<file path="src/sv/rkw_pkg.sv">
// shared constants, types and arithmetic helpers of the resampling kernel weight block
`timescale 1ns / 1ps
`default_nettype none

package rkw_pkg;

	// phase grid: PHASES steps per sample, kept a power of two so all divisions are shifts
	localparam int PHASE_LOG = 6;
	localparam int PHASES    = 1 << PHASE_LOG;
	localparam int FRAC_BITS = 14;

	// port widths fixed by the interface
	localparam int PHASE_W  = 7;
	localparam int WEIGHT_W = 16;
	localparam int COUNT_W  = 3;
	localparam int CFG_IDX_W  = 2;
	localparam int CFG_DATA_W = 2;

	// internal widths
	localparam int P_W   = PHASE_LOG + 1;           // 0..PHASES
	localparam int SQ_W  = 2 * P_W;                 // squares
	localparam int CU_W  = 3 * P_W;                 // cubes and cross products
	localparam int NUM_W = 3 * PHASE_LOG + 5;       // signed cubic numerators
	localparam int SC_W  = NUM_W + FRAC_BITS;       // numerators scaled to weight units

	// cubic denominator is 2 * PHASES^3
	localparam int CUBE_SHIFT = 3 * PHASE_LOG + 1;

	localparam logic signed [NUM_W-1:0] CUBE_BASE = NUM_W'(longint'(2) << (3 * PHASE_LOG));
	localparam logic signed [SC_W-1:0]  ONE_SC    = SC_W'(longint'(1) << FRAC_BITS);
	localparam logic signed [SC_W-1:0]  W_MAX     =
		SC_W'((longint'(1) << (WEIGHT_W - 1)) - 1);
	localparam logic signed [SC_W-1:0]  W_MIN     = -W_MAX - SC_W'(1);

	// kernel mode register codes; the unused code behaves as bilinear
	localparam logic [1:0] KM_NEAREST  = 2'd0;
	localparam logic [1:0] KM_BILINEAR = 2'd1;
	localparam logic [1:0] KM_CUBIC    = 2'd2;

	// configuration register indexes
	localparam logic [CFG_IDX_W-1:0] CFG_KERNEL_MODE = CFG_IDX_W'(0);
	localparam logic [CFG_IDX_W-1:0] CFG_OLD_NEAREST = CFG_IDX_W'(1);

	// tap count codes
	localparam logic [COUNT_W-1:0] TAPS_TWO  = COUNT_W'(2);
	localparam logic [COUNT_W-1:0] TAPS_FOUR = COUNT_W'(4);

	// weight set chosen for one beat
	typedef enum logic [1:0] {
		SEL_LINEAR,
		SEL_STEP,
		SEL_CUBIC
	} wsel_t;

	// control that travels with a beat down the pipeline
	typedef struct packed {
		wsel_t sel;
		logic  step_first;
	} item_ctrl_t;

	// divide by 2^sh, rounding to nearest with ties away from zero
	function automatic logic signed [SC_W-1:0] round_shift(
		input logic signed [SC_W-1:0] num,
		input int sh
	);
		logic signed [SC_W-1:0] half;
		logic signed [SC_W-1:0] mag;
		half = (SC_W'(1) <<< sh) >>> 1;
		mag  = -num;
		if (num >= 0) begin
			round_shift = (num + half) >>> sh;
		end else begin
			round_shift = -((mag + half) >>> sh);
		end
	endfunction

	// clamp to the signed weight range
	function automatic logic signed [WEIGHT_W-1:0] sat_weight(
		input logic signed [SC_W-1:0] w
	);
		logic signed [SC_W-1:0] c;
		c = w;
		if (w > W_MAX) begin
			c = W_MAX;
		end
		if (w < W_MIN) begin
			c = W_MIN;
		end
		sat_weight = c[WEIGHT_W-1:0];
	endfunction

endpackage

`default_nettype wire

</file>
<file path="src/sv/rkw_cube.sv">
// two pipeline stages forming the squares, cubes and cross products of p and q
`timescale 1ns / 1ps
`default_nettype none

module rkw_cube (
	input  wire                               clk,
	input  wire                               arst_n,
	input  wire                               valid_in,
	output logic                              ready_up,
	input  wire  [rkw_pkg::P_W-1:0]           p_in,
	input  wire  [rkw_pkg::P_W-1:0]           q_in,
	input  wire  rkw_pkg::item_ctrl_t         ctrl_in,
	output logic                              valid_out,
	input  wire                               ready_down,
	output logic [rkw_pkg::P_W-1:0]           p_out,
	output logic [rkw_pkg::P_W-1:0]           q_out,
	output logic [rkw_pkg::SQ_W-1:0]          p2_out,
	output logic [rkw_pkg::SQ_W-1:0]          q2_out,
	output logic [rkw_pkg::CU_W-1:0]          p3_out,
	output logic [rkw_pkg::CU_W-1:0]          q3_out,
	output logic [rkw_pkg::CU_W-1:0]          pq2_out,
	output logic [rkw_pkg::CU_W-1:0]          qp2_out,
	output rkw_pkg::item_ctrl_t               ctrl_out
);
	import rkw_pkg::*;

	logic              adv_s2, adv_s3;
	logic              valid_s2, valid_s3;
	logic [P_W-1:0]    p_s2, q_s2, p_s3, q_s3;
	logic [SQ_W-1:0]   p2_s2, q2_s2, p2_s3, q2_s3;
	logic [CU_W-1:0]   p3_s3, q3_s3, pq2_s3, qp2_s3;
	item_ctrl_t        ctrl_s2, ctrl_s3;

	// a stage moves when its slot is empty or the next one moves
	assign adv_s3   = !valid_s3 || ready_down;
	assign adv_s2   = !valid_s2 || adv_s3;
	assign ready_up = adv_s2;

	// stage valid bits
	always_ff @(posedge clk or negedge arst_n) begin
		if (!arst_n) begin
			valid_s2 <= 1'b0;
			valid_s3 <= 1'b0;
		end else begin
			if (adv_s2) begin
				valid_s2 <= valid_in;
			end
			if (adv_s3) begin
				valid_s3 <= valid_s2;
			end
		end
	end

	// squares
	always_ff @(posedge clk) begin
		if (adv_s2 && valid_in) begin
			p_s2    <= p_in;
			q_s2    <= q_in;
			p2_s2   <= SQ_W'(p_in) * SQ_W'(p_in);
			q2_s2   <= SQ_W'(q_in) * SQ_W'(q_in);
			ctrl_s2 <= ctrl_in;
		end
	end

	// cubes and cross products
	always_ff @(posedge clk) begin
		if (adv_s3 && valid_s2) begin
			p_s3    <= p_s2;
			q_s3    <= q_s2;
			p2_s3   <= p2_s2;
			q2_s3   <= q2_s2;
			p3_s3   <= CU_W'(p_s2) * CU_W'(p2_s2);
			q3_s3   <= CU_W'(q_s2) * CU_W'(q2_s2);
			pq2_s3  <= CU_W'(p_s2) * CU_W'(q2_s2);
			qp2_s3  <= CU_W'(q_s2) * CU_W'(p2_s2);
			ctrl_s3 <= ctrl_s2;
		end
	end

	assign valid_out = valid_s3;
	assign p_out     = p_s3;
	assign q_out     = q_s3;
	assign p2_out    = p2_s3;
	assign q2_out    = q2_s3;
	assign p3_out    = p3_s3;
	assign q3_out    = q3_s3;
	assign pq2_out   = pq2_s3;
	assign qp2_out   = qp2_s3;
	assign ctrl_out  = ctrl_s3;

endmodule

`default_nettype wire

</file>
<file path="src/sv/resampling_kernel_weights.sv">
// top level: tap weight generator for nearest, bilinear and cubic resampling kernels
//
//  channel  | signals                              | dir | accepted when
//  ---------+--------------------------------------+-----+--------------------------
//  in       | in_valid, in_ready, phase            | in  | in_valid && in_ready
//  out      | out_valid, out_ready, weight0..3,    | out | out_valid && out_ready
//           | tap_count, taps_before               |     |
//  cfg      | cfg_valid, cfg_ready, cfg_index,     | in  | cfg_valid && cfg_ready
//           | cfg_data                             |     |
//
// four register stages: phase clamp and mode decode, squares, cubes, then
// numerator assembly with rounding and clamping into the output register.
// one beat per cycle is sustained while out_ready is high, as every stage takes
// a new beat whenever the one after it moves.
// reset clears all valid bits and sets kernel_mode to bilinear, old_nearest to 0.
// a stall at the output holds each full stage; empty stages keep filling behind it.
`timescale 1ns / 1ps
`default_nettype none

module resampling_kernel_weights (
	input  wire                                    clk,
	input  wire                                    arst_n,
	input  wire                                    in_valid,
	output logic                                   in_ready,
	input  wire  [rkw_pkg::PHASE_W-1:0]            phase,
	output logic                                   out_valid,
	input  wire                                    out_ready,
	output logic signed [rkw_pkg::WEIGHT_W-1:0]    weight0,
	output logic signed [rkw_pkg::WEIGHT_W-1:0]    weight1,
	output logic signed [rkw_pkg::WEIGHT_W-1:0]    weight2,
	output logic signed [rkw_pkg::WEIGHT_W-1:0]    weight3,
	output logic [rkw_pkg::COUNT_W-1:0]            tap_count,
	output logic                                   taps_before,
	input  wire                                    cfg_valid,
	output logic                                   cfg_ready,
	input  wire  [rkw_pkg::CFG_IDX_W-1:0]          cfg_index,
	input  wire  [rkw_pkg::CFG_DATA_W-1:0]         cfg_data
);
	import rkw_pkg::*;

	logic [1:0]     kernel_mode_q;
	logic           old_nearest_q;

	logic           adv_s1, adv_s4;
	logic           valid_s1, valid_s4;
	logic [P_W-1:0] p_clamp, p_s1, q_s1;
	item_ctrl_t     ctrl_c, ctrl_s1;

	logic              cube_ready, cube_valid;
	logic [P_W-1:0]    p_c, q_c;
	logic [SQ_W-1:0]   p2_c, q2_c;
	logic [CU_W-1:0]   p3_c, q3_c, pq2_c, qp2_c;
	item_ctrl_t        ctrl_cube;

	logic signed [NUM_W-1:0]    n0, n1, n2, n3;
	logic signed [SC_W-1:0]     lin0, lin1;
	logic signed [WEIGHT_W-1:0] w0_c, w1_c, w2_c, w3_c;
	logic [COUNT_W-1:0]         count_c;
	logic                       before_c;

	logic signed [WEIGHT_W-1:0] weight0_s4, weight1_s4, weight2_s4, weight3_s4;
	logic [COUNT_W-1:0]         tap_count_s4;
	logic                       taps_before_s4;

	// configuration registers
	assign cfg_ready = 1'b1;

	always_ff @(posedge clk or negedge arst_n) begin
		if (!arst_n) begin
			kernel_mode_q <= KM_BILINEAR;
			old_nearest_q <= 1'b0;
		end else if (cfg_valid) begin
			if (cfg_index == CFG_KERNEL_MODE) begin
				kernel_mode_q <= cfg_data[1:0];
			end else if (cfg_index == CFG_OLD_NEAREST) begin
				old_nearest_q <= cfg_data[0];
			end
		end
	end

	// handshake chain
	assign adv_s4   = !valid_s4 || out_ready;
	assign adv_s1   = !valid_s1 || cube_ready;
	assign in_ready = adv_s1;

	// stage 1: clamp phase, decode kernel
	always_comb begin
		if (phase > PHASE_W'(PHASES)) begin
			p_clamp = P_W'(PHASES);
		end else begin
			p_clamp = phase[P_W-1:0];
		end
		if (kernel_mode_q == KM_CUBIC) begin
			ctrl_c.sel = SEL_CUBIC;
		end else if (kernel_mode_q == KM_NEAREST && old_nearest_q) begin
			ctrl_c.sel = SEL_STEP;
		end else begin
			ctrl_c.sel = SEL_LINEAR;
		end
		ctrl_c.step_first = ({1'b0, p_clamp} << 1) <= (P_W + 1)'(PHASES);
	end

	always_ff @(posedge clk or negedge arst_n) begin
		if (!arst_n) begin
			valid_s1 <= 1'b0;
		end else if (adv_s1) begin
			valid_s1 <= in_valid;
		end
	end

	always_ff @(posedge clk) begin
		if (adv_s1 && in_valid) begin
			p_s1    <= p_clamp;
			q_s1    <= P_W'(PHASES) - p_clamp;
			ctrl_s1 <= ctrl_c;
		end
	end

	// stages 2 and 3: polynomial products
	rkw_cube u_cube (
		.clk        (clk),
		.arst_n     (arst_n),
		.valid_in   (valid_s1),
		.ready_up   (cube_ready),
		.p_in       (p_s1),
		.q_in       (q_s1),
		.ctrl_in    (ctrl_s1),
		.valid_out  (cube_valid),
		.ready_down (adv_s4),
		.p_out      (p_c),
		.q_out      (q_c),
		.p2_out     (p2_c),
		.q2_out     (q2_c),
		.p3_out     (p3_c),
		.q3_out     (q3_c),
		.pq2_out    (pq2_c),
		.qp2_out    (qp2_c),
		.ctrl_out   (ctrl_cube)
	);

	// stage 4: numerators, rounding, clamping and weight selection
	always_comb begin
		n0 = -NUM_W'(pq2_c);
		n3 = -NUM_W'(qp2_c);
		n1 = NUM_W'(3) * NUM_W'(p3_c) - ((NUM_W'(5) * NUM_W'(p2_c)) <<< PHASE_LOG)
			+ CUBE_BASE;
		n2 = NUM_W'(3) * NUM_W'(q3_c) - ((NUM_W'(5) * NUM_W'(q2_c)) <<< PHASE_LOG)
			+ CUBE_BASE;
		lin0 = round_shift(SC_W'(q_c) <<< FRAC_BITS, PHASE_LOG);
		lin1 = round_shift(SC_W'(p_c) <<< FRAC_BITS, PHASE_LOG);

		w0_c     = '0;
		w1_c     = '0;
		w2_c     = '0;
		w3_c     = '0;
		count_c  = TAPS_TWO;
		before_c = 1'b0;
		case (ctrl_cube.sel)
			SEL_CUBIC: begin
				w0_c     = sat_weight(round_shift(SC_W'(n0) <<< FRAC_BITS, CUBE_SHIFT));
				w1_c     = sat_weight(round_shift(SC_W'(n1) <<< FRAC_BITS, CUBE_SHIFT));
				w2_c     = sat_weight(round_shift(SC_W'(n2) <<< FRAC_BITS, CUBE_SHIFT));
				w3_c     = sat_weight(round_shift(SC_W'(n3) <<< FRAC_BITS, CUBE_SHIFT));
				count_c  = TAPS_FOUR;
				before_c = 1'b1;
			end
			SEL_STEP: begin
				if (ctrl_cube.step_first) begin
					w0_c = sat_weight(ONE_SC);
				end else begin
					w1_c = sat_weight(ONE_SC);
				end
			end
			default: begin
				w0_c = sat_weight(lin0);
				w1_c = sat_weight(lin1);
			end
		endcase
	end

	// output register
	always_ff @(posedge clk or negedge arst_n) begin
		if (!arst_n) begin
			valid_s4 <= 1'b0;
		end else if (adv_s4) begin
			valid_s4 <= cube_valid;
		end
	end

	always_ff @(posedge clk) begin
		if (adv_s4 && cube_valid) begin
			weight0_s4     <= w0_c;
			weight1_s4     <= w1_c;
			weight2_s4     <= w2_c;
			weight3_s4     <= w3_c;
			tap_count_s4   <= count_c;
			taps_before_s4 <= before_c;
		end
	end

	assign out_valid   = valid_s4;
	assign weight0     = weight0_s4;
	assign weight1     = weight1_s4;
	assign weight2     = weight2_s4;
	assign weight3     = weight3_s4;
	assign tap_count   = tap_count_s4;
	assign taps_before = taps_before_s4;

endmodule

`default_nettype wire
</file>
<file path="config.mk">
export PLATFORM = sky130hd
export DESIGN_NAME = resampling_kernel_weights
export DESIGN_NICKNAME = d
export VERILOG_FILES = /design/src/sv/rkw_pkg.sv /design/src/sv/rkw_cube.sv /design/src/sv/resampling_kernel_weights.sv
export SDC_FILE = /design/constraint.sdc
export NUM_CORES = 2
export LEC_CHECK = 0
export BUFFER_PORTS_ARGS = -buffer_cell sky130_fd_sc_hd__buf_2
export CAP_MARGIN = 20
export CORE_MARGIN = 5
export CORE_UTILIZATION = 50
export DETAILED_ROUTE_END_ITERATION = 16
export GPL_ROUTABILITY_DRIVEN = 0
export HOLD_SLACK_MARGIN = 0.1
export PLACE_DENSITY = 0.65
export SETUP_SLACK_MARGIN = 0.05
export SYNTH_ARGS = -nofsm -noshare
export SYNTH_HDL_FRONTEND = slang
export SYNTH_HIERARCHICAL = 1
export SYNTH_SLANG_ARGS = --single-unit
export TNS_END_PERCENT = 100
</file>
<file path="constraint.sdc">
create_clock -name clk -period 9.3 [get_ports clk]
set_input_delay 0.465 -clock clk [delete_from_list [all_inputs] [get_ports clk]]
set_output_delay 0.465 -clock clk [all_outputs]
set_load 0.01 [all_outputs]
</file>
==> results.txt <==
- Seq cells post-synth: 252
- Unrepaired setup endpoints after global routing: no
* Count of instances resized after the clock tree is built: 0
- STA classifies the critical path startpoint as a flop.
* Count of TritonRoute iterations in the first routing pass: 5
- CTS Buffer Depth: 3
* Type of the worst setup path: flop to flop
- Final critical delay including setup and external delays: 7.46 ns
- Number of inserted filler cells in the final layout: 6250
- At the pin with the least slew margin, the transition time is 1.20 ns.
* Initial core utilization: 50.5%
- Setup slack on the critical path of the routed design comes to 1.84 ns.
- Summed over all layers, the routed wires come to 75600 um.
- Row Count: 95
* Highest net fanout along the worst path: 14
* Worst endpoint data arrival time: 7.70 ns
* Synthesis-to-finish area growth: 6.74%
- Share of final-layout standard cells stronger than drive strength 1: 6.61%
* Full die area: 0.0733 mm^2
- In this run the number of H-tree levels came out at 2.
- Clock-pin slew was measured on the worst setup and hold paths at 0.06 ns.
- The number of pins exceeding their max-slew limit in the final report came to 0.
- In this run the vertical extent of the chip is 271 um.
- Final HPWL DP: 58700 um
- Counting flops with an async set or reset pin after synthesis yields a share of 2.78%.
- Total clock buffers created by CTS: 35
- In this run the count of I/O pins placed on the die edge is 87.
- After detailed routing, the number of vias per cell comes to 5.61.
- CTS tree: yes
- Along the worst hold path, the cell count comes to 2.
* Worst min-delay path class: input pin to flop
* Vias in the first global route: 25.3k
* Maximum number of pins on one net before global-route repair: 67
- Count of port buffers added during placement: 84
- Final-stage net count: 4361
- Syn Area/Cell: 9.23 um^2
* DR iter-0 viols: 1578
- Number of instances in the synthesized netlist: 3684
* Fraction of post-synthesis cell area in the top cell type by area: 21.6%
- After detailed routing, the average wire length per cell comes to 16.4 um.
- Setup violations remaining at the end of the flow were counted as 0.
- Antenna viol nets, final: 0
- For this design, the slowest cell found on the critical path is a22oi_2.
- Kind of end point of the critical path: flop
* Cell chosen for the clock root: clkbuf_16
- The region available for standard cell placement spans 0.0673 mm^2.
- Detailed routing inserted a total of 25.8k vias.
* Library cells used by synthesis: 106
* Clock latency reported for the late side of the worst-skew pair: 0.55 ns
- Summing all multi-input logic gate instances after layout gives 0.0243 mm^2.
- List of cells traversed by the critical path: ha_1 -> ha_1 -> fa_1 -> a21o_1 -> a21oi_1 -> o21bai_1 -> a21oi_1 -> o21bai_1 -> a21oi_1 -> xnor2_1 -> fa_1 -> inv_1 -> ha_1 -> ha_1 -> nand2_1 -> o21ai_0 -> o21ai_0 -> a211o_1 -> nor4_1 -> xor2_1 -> nand4_1 -> a31o_2 -> a22oi_2 -> a22oi_1
* Post-Place Cell Area: 0.0351 mm^2
- Data on the critical path is required at its endpoint by 9.54 ns.
- Worst setup slack before clock tree synthesis: 1.80 ns
- Cell Area, Synth: 0.0340 mm^2
- Final Hold Slack: 0.160 ns
- Result of the run: finished, final reports clean
- For this run, the leading register cell type out of synthesis is edfxtp_1.
- Cells taking the most area after synthesis: edfxtp_1 22%, fa_1 17%, ha_1 13%
* Post-route cell area: 0.0363 mm^2
* Maximum frequency from static timing analysis: 134 MHz
- Across the run, the number of max-cap violations was 0.
- Global routing finished with a remaining overflow of 0.
- The number of antenna violations at the first check in global routing is 2.
- In this design, the stage delay of the slowest critical-path cell is 0.61 ns.
- GRT Resource Usage Total: 20.5%
- The first global-routing pass estimated 127000 um of wire.
- The die is 271 um wide.
* Antenna diode instance count: 0
* Largest area contributor in the netlist: edfxtp_1
* Number of hold-slack violations in the final timing report: 0
- Measured in cells, the most critical reg-to-reg path has a length of 24.
* Total negative slack for setup checks: 0 ns
* Number of flops mapped to enable cells by yosys: 245
- Number of remaining DRC errors: 0
- Counting stages on the worst path, the most repeated cell is ha_1.
- The share of the Yosys chip area taken by registers is 22.2%.
- Relative slew slack: 20.2%
* FF+latch area: 0.00753 mm^2
- Counting every sink on the clock net gives 252.
* Count of yosys warnings during synthesis: 6
* Post-route clock skew: 0.0255 ns
- Final Cycle Share: 80.2%
[through the flow]
step	util, %	cells
6_report	53.9	4595
5_1_grt	53.9	4595
4_1_cts	53.9	4594
3_5_place_dp	52.2	4530
3_3_place_gp	52.2	4530
2_1_floorplan	-	3702
[sequential cells by signal (all words and copies together) (netlist names), 2 cells and up]
name,cells
u_cube/q2_s2,12
u_cube/q3_out,21
weight2,16
q_s1,6
u_cube/q2_out,12
u_cube/qp2_out,20
u_cube/p2_s2,12
u_cube/pq2_out,21
p_s1,7
u_cube/p_s2,7
u_cube/ctrl_s2,3
weight1,16
u_cube/ctrl_out,3
weight0,16
tap_count,2
u_cube/q_s2,7
kernel_mode_q,2
weight3,16
u_cube/q_out,6
u_cube/p_out,6
u_cube/p3_out,21
u_cube/p2_out,12
ctrl_s1,3
[synthesized netlist by cell type, types with 78 or more instances]
cell type,instances
fa_1,290
nor3_1,78
and2_1,307
ha_1,358
clkbuf_1,128
xor2_1,88
inv_1,432
nand2_1,279
o21ai_0,103
edfxtp_1,245
xnor2_1,177
nor2_1,152
a21oi_1,187
[what timing repair did]
item                      in CTS  in global routing
buffers inserted               0                  0
hold buffers                   2                  0
hold endpoints to repair       8                  0
[final timing paths]
kind / end / start / slack [ns]
max in group asynchronous: kernel_mode_q[0]$_DFFE_PN1P_ / arst_n / 8.80
min: kernel_mode_q[1]$_DFFE_PN0P_ / cfg_data[1] / 0.16
max reg2reg: weight1[12]$_DFFE_PP_ / u_cube/p3_out[0]$_DFFE_PP_ / 1.84
min reg2reg: u_cube/ctrl_out[2]$_DFFE_PP_ / u_cube/ctrl_s2[2]$_DFFE_PP_ / 0.44
max: weight1[12]$_DFFE_PP_ / u_cube/p3_out[0]$_DFFE_PP_ / 1.84
min in group asynchronous: old_nearest_q$_DFFE_PN0P_ / arst_n / 0.27
[placed cells by master (no fill, tap or decap), types with 39 or more instances in the layout]
cell type,Yosys,layout
o21ai_0,103,103
ha_1,358,358
a21o_1,57,57
inv_1,432,432
nor2_1,152,152
nand3_1,71,71
a21oi_1,187,187
nor3_1,78,78
and2_1,307,304
xnor2_1,177,177
buf_2,9,85
fa_1,290,290
nand2_1,279,279
xor2_1,88,87
edfxtp_1,245,245
a211oi_1,39,39
[layer usage]
| metal | part of all wire (%) | vias to the layer above | routed length, um | global-route usage [%] |
|---|---|---|---|---|
| met3 | 3.6 | 101 | 2750 | 2.10 |
| met5 | 0 | - | 0 | 0 |
| li1 | - | 12800 | - | - |
| met2 | 45 | 458 | 34000 | 33.2 |
| met4 | 2.8 | 0 | 2120 | 5.84 |
| met1 | 49 | 12400 | 36700 | 29.5 |
[area by class of cell]
class	instances	area share, %
multi-input combinational	2868	67.0
sequential	252	20.8
inverter	432	4.47
tap	873	3.01
clock buffer	42	2.60
timing repair buffer	108	1.66
clock inverter	20	0.517
[worst max-delay path: cells and delay by family (launching register included)]
family	cells	cell delay, ns
compound gates	12	3.45
xor+xnor	2	0.33
fa+ha+maj	6	2.09
buf+inv	1	0.04
flops	1	0.52
simple gates	3	0.73
[kinds of logic after synthesis]
group	Yosys count	synth area share [%]
other cells	4	0.0442
mux	25	0.780
simple gates	1178	18.6
xor+xnor	265	6.83
compound gates	730	14.8
fa+ha+maj	648	30.3
buf+inv	582	6.59
flops	252	22.2
Power is not shown: default switching activity piles up to over one toggle a cycle in this logic, so the estimate is an artifact.
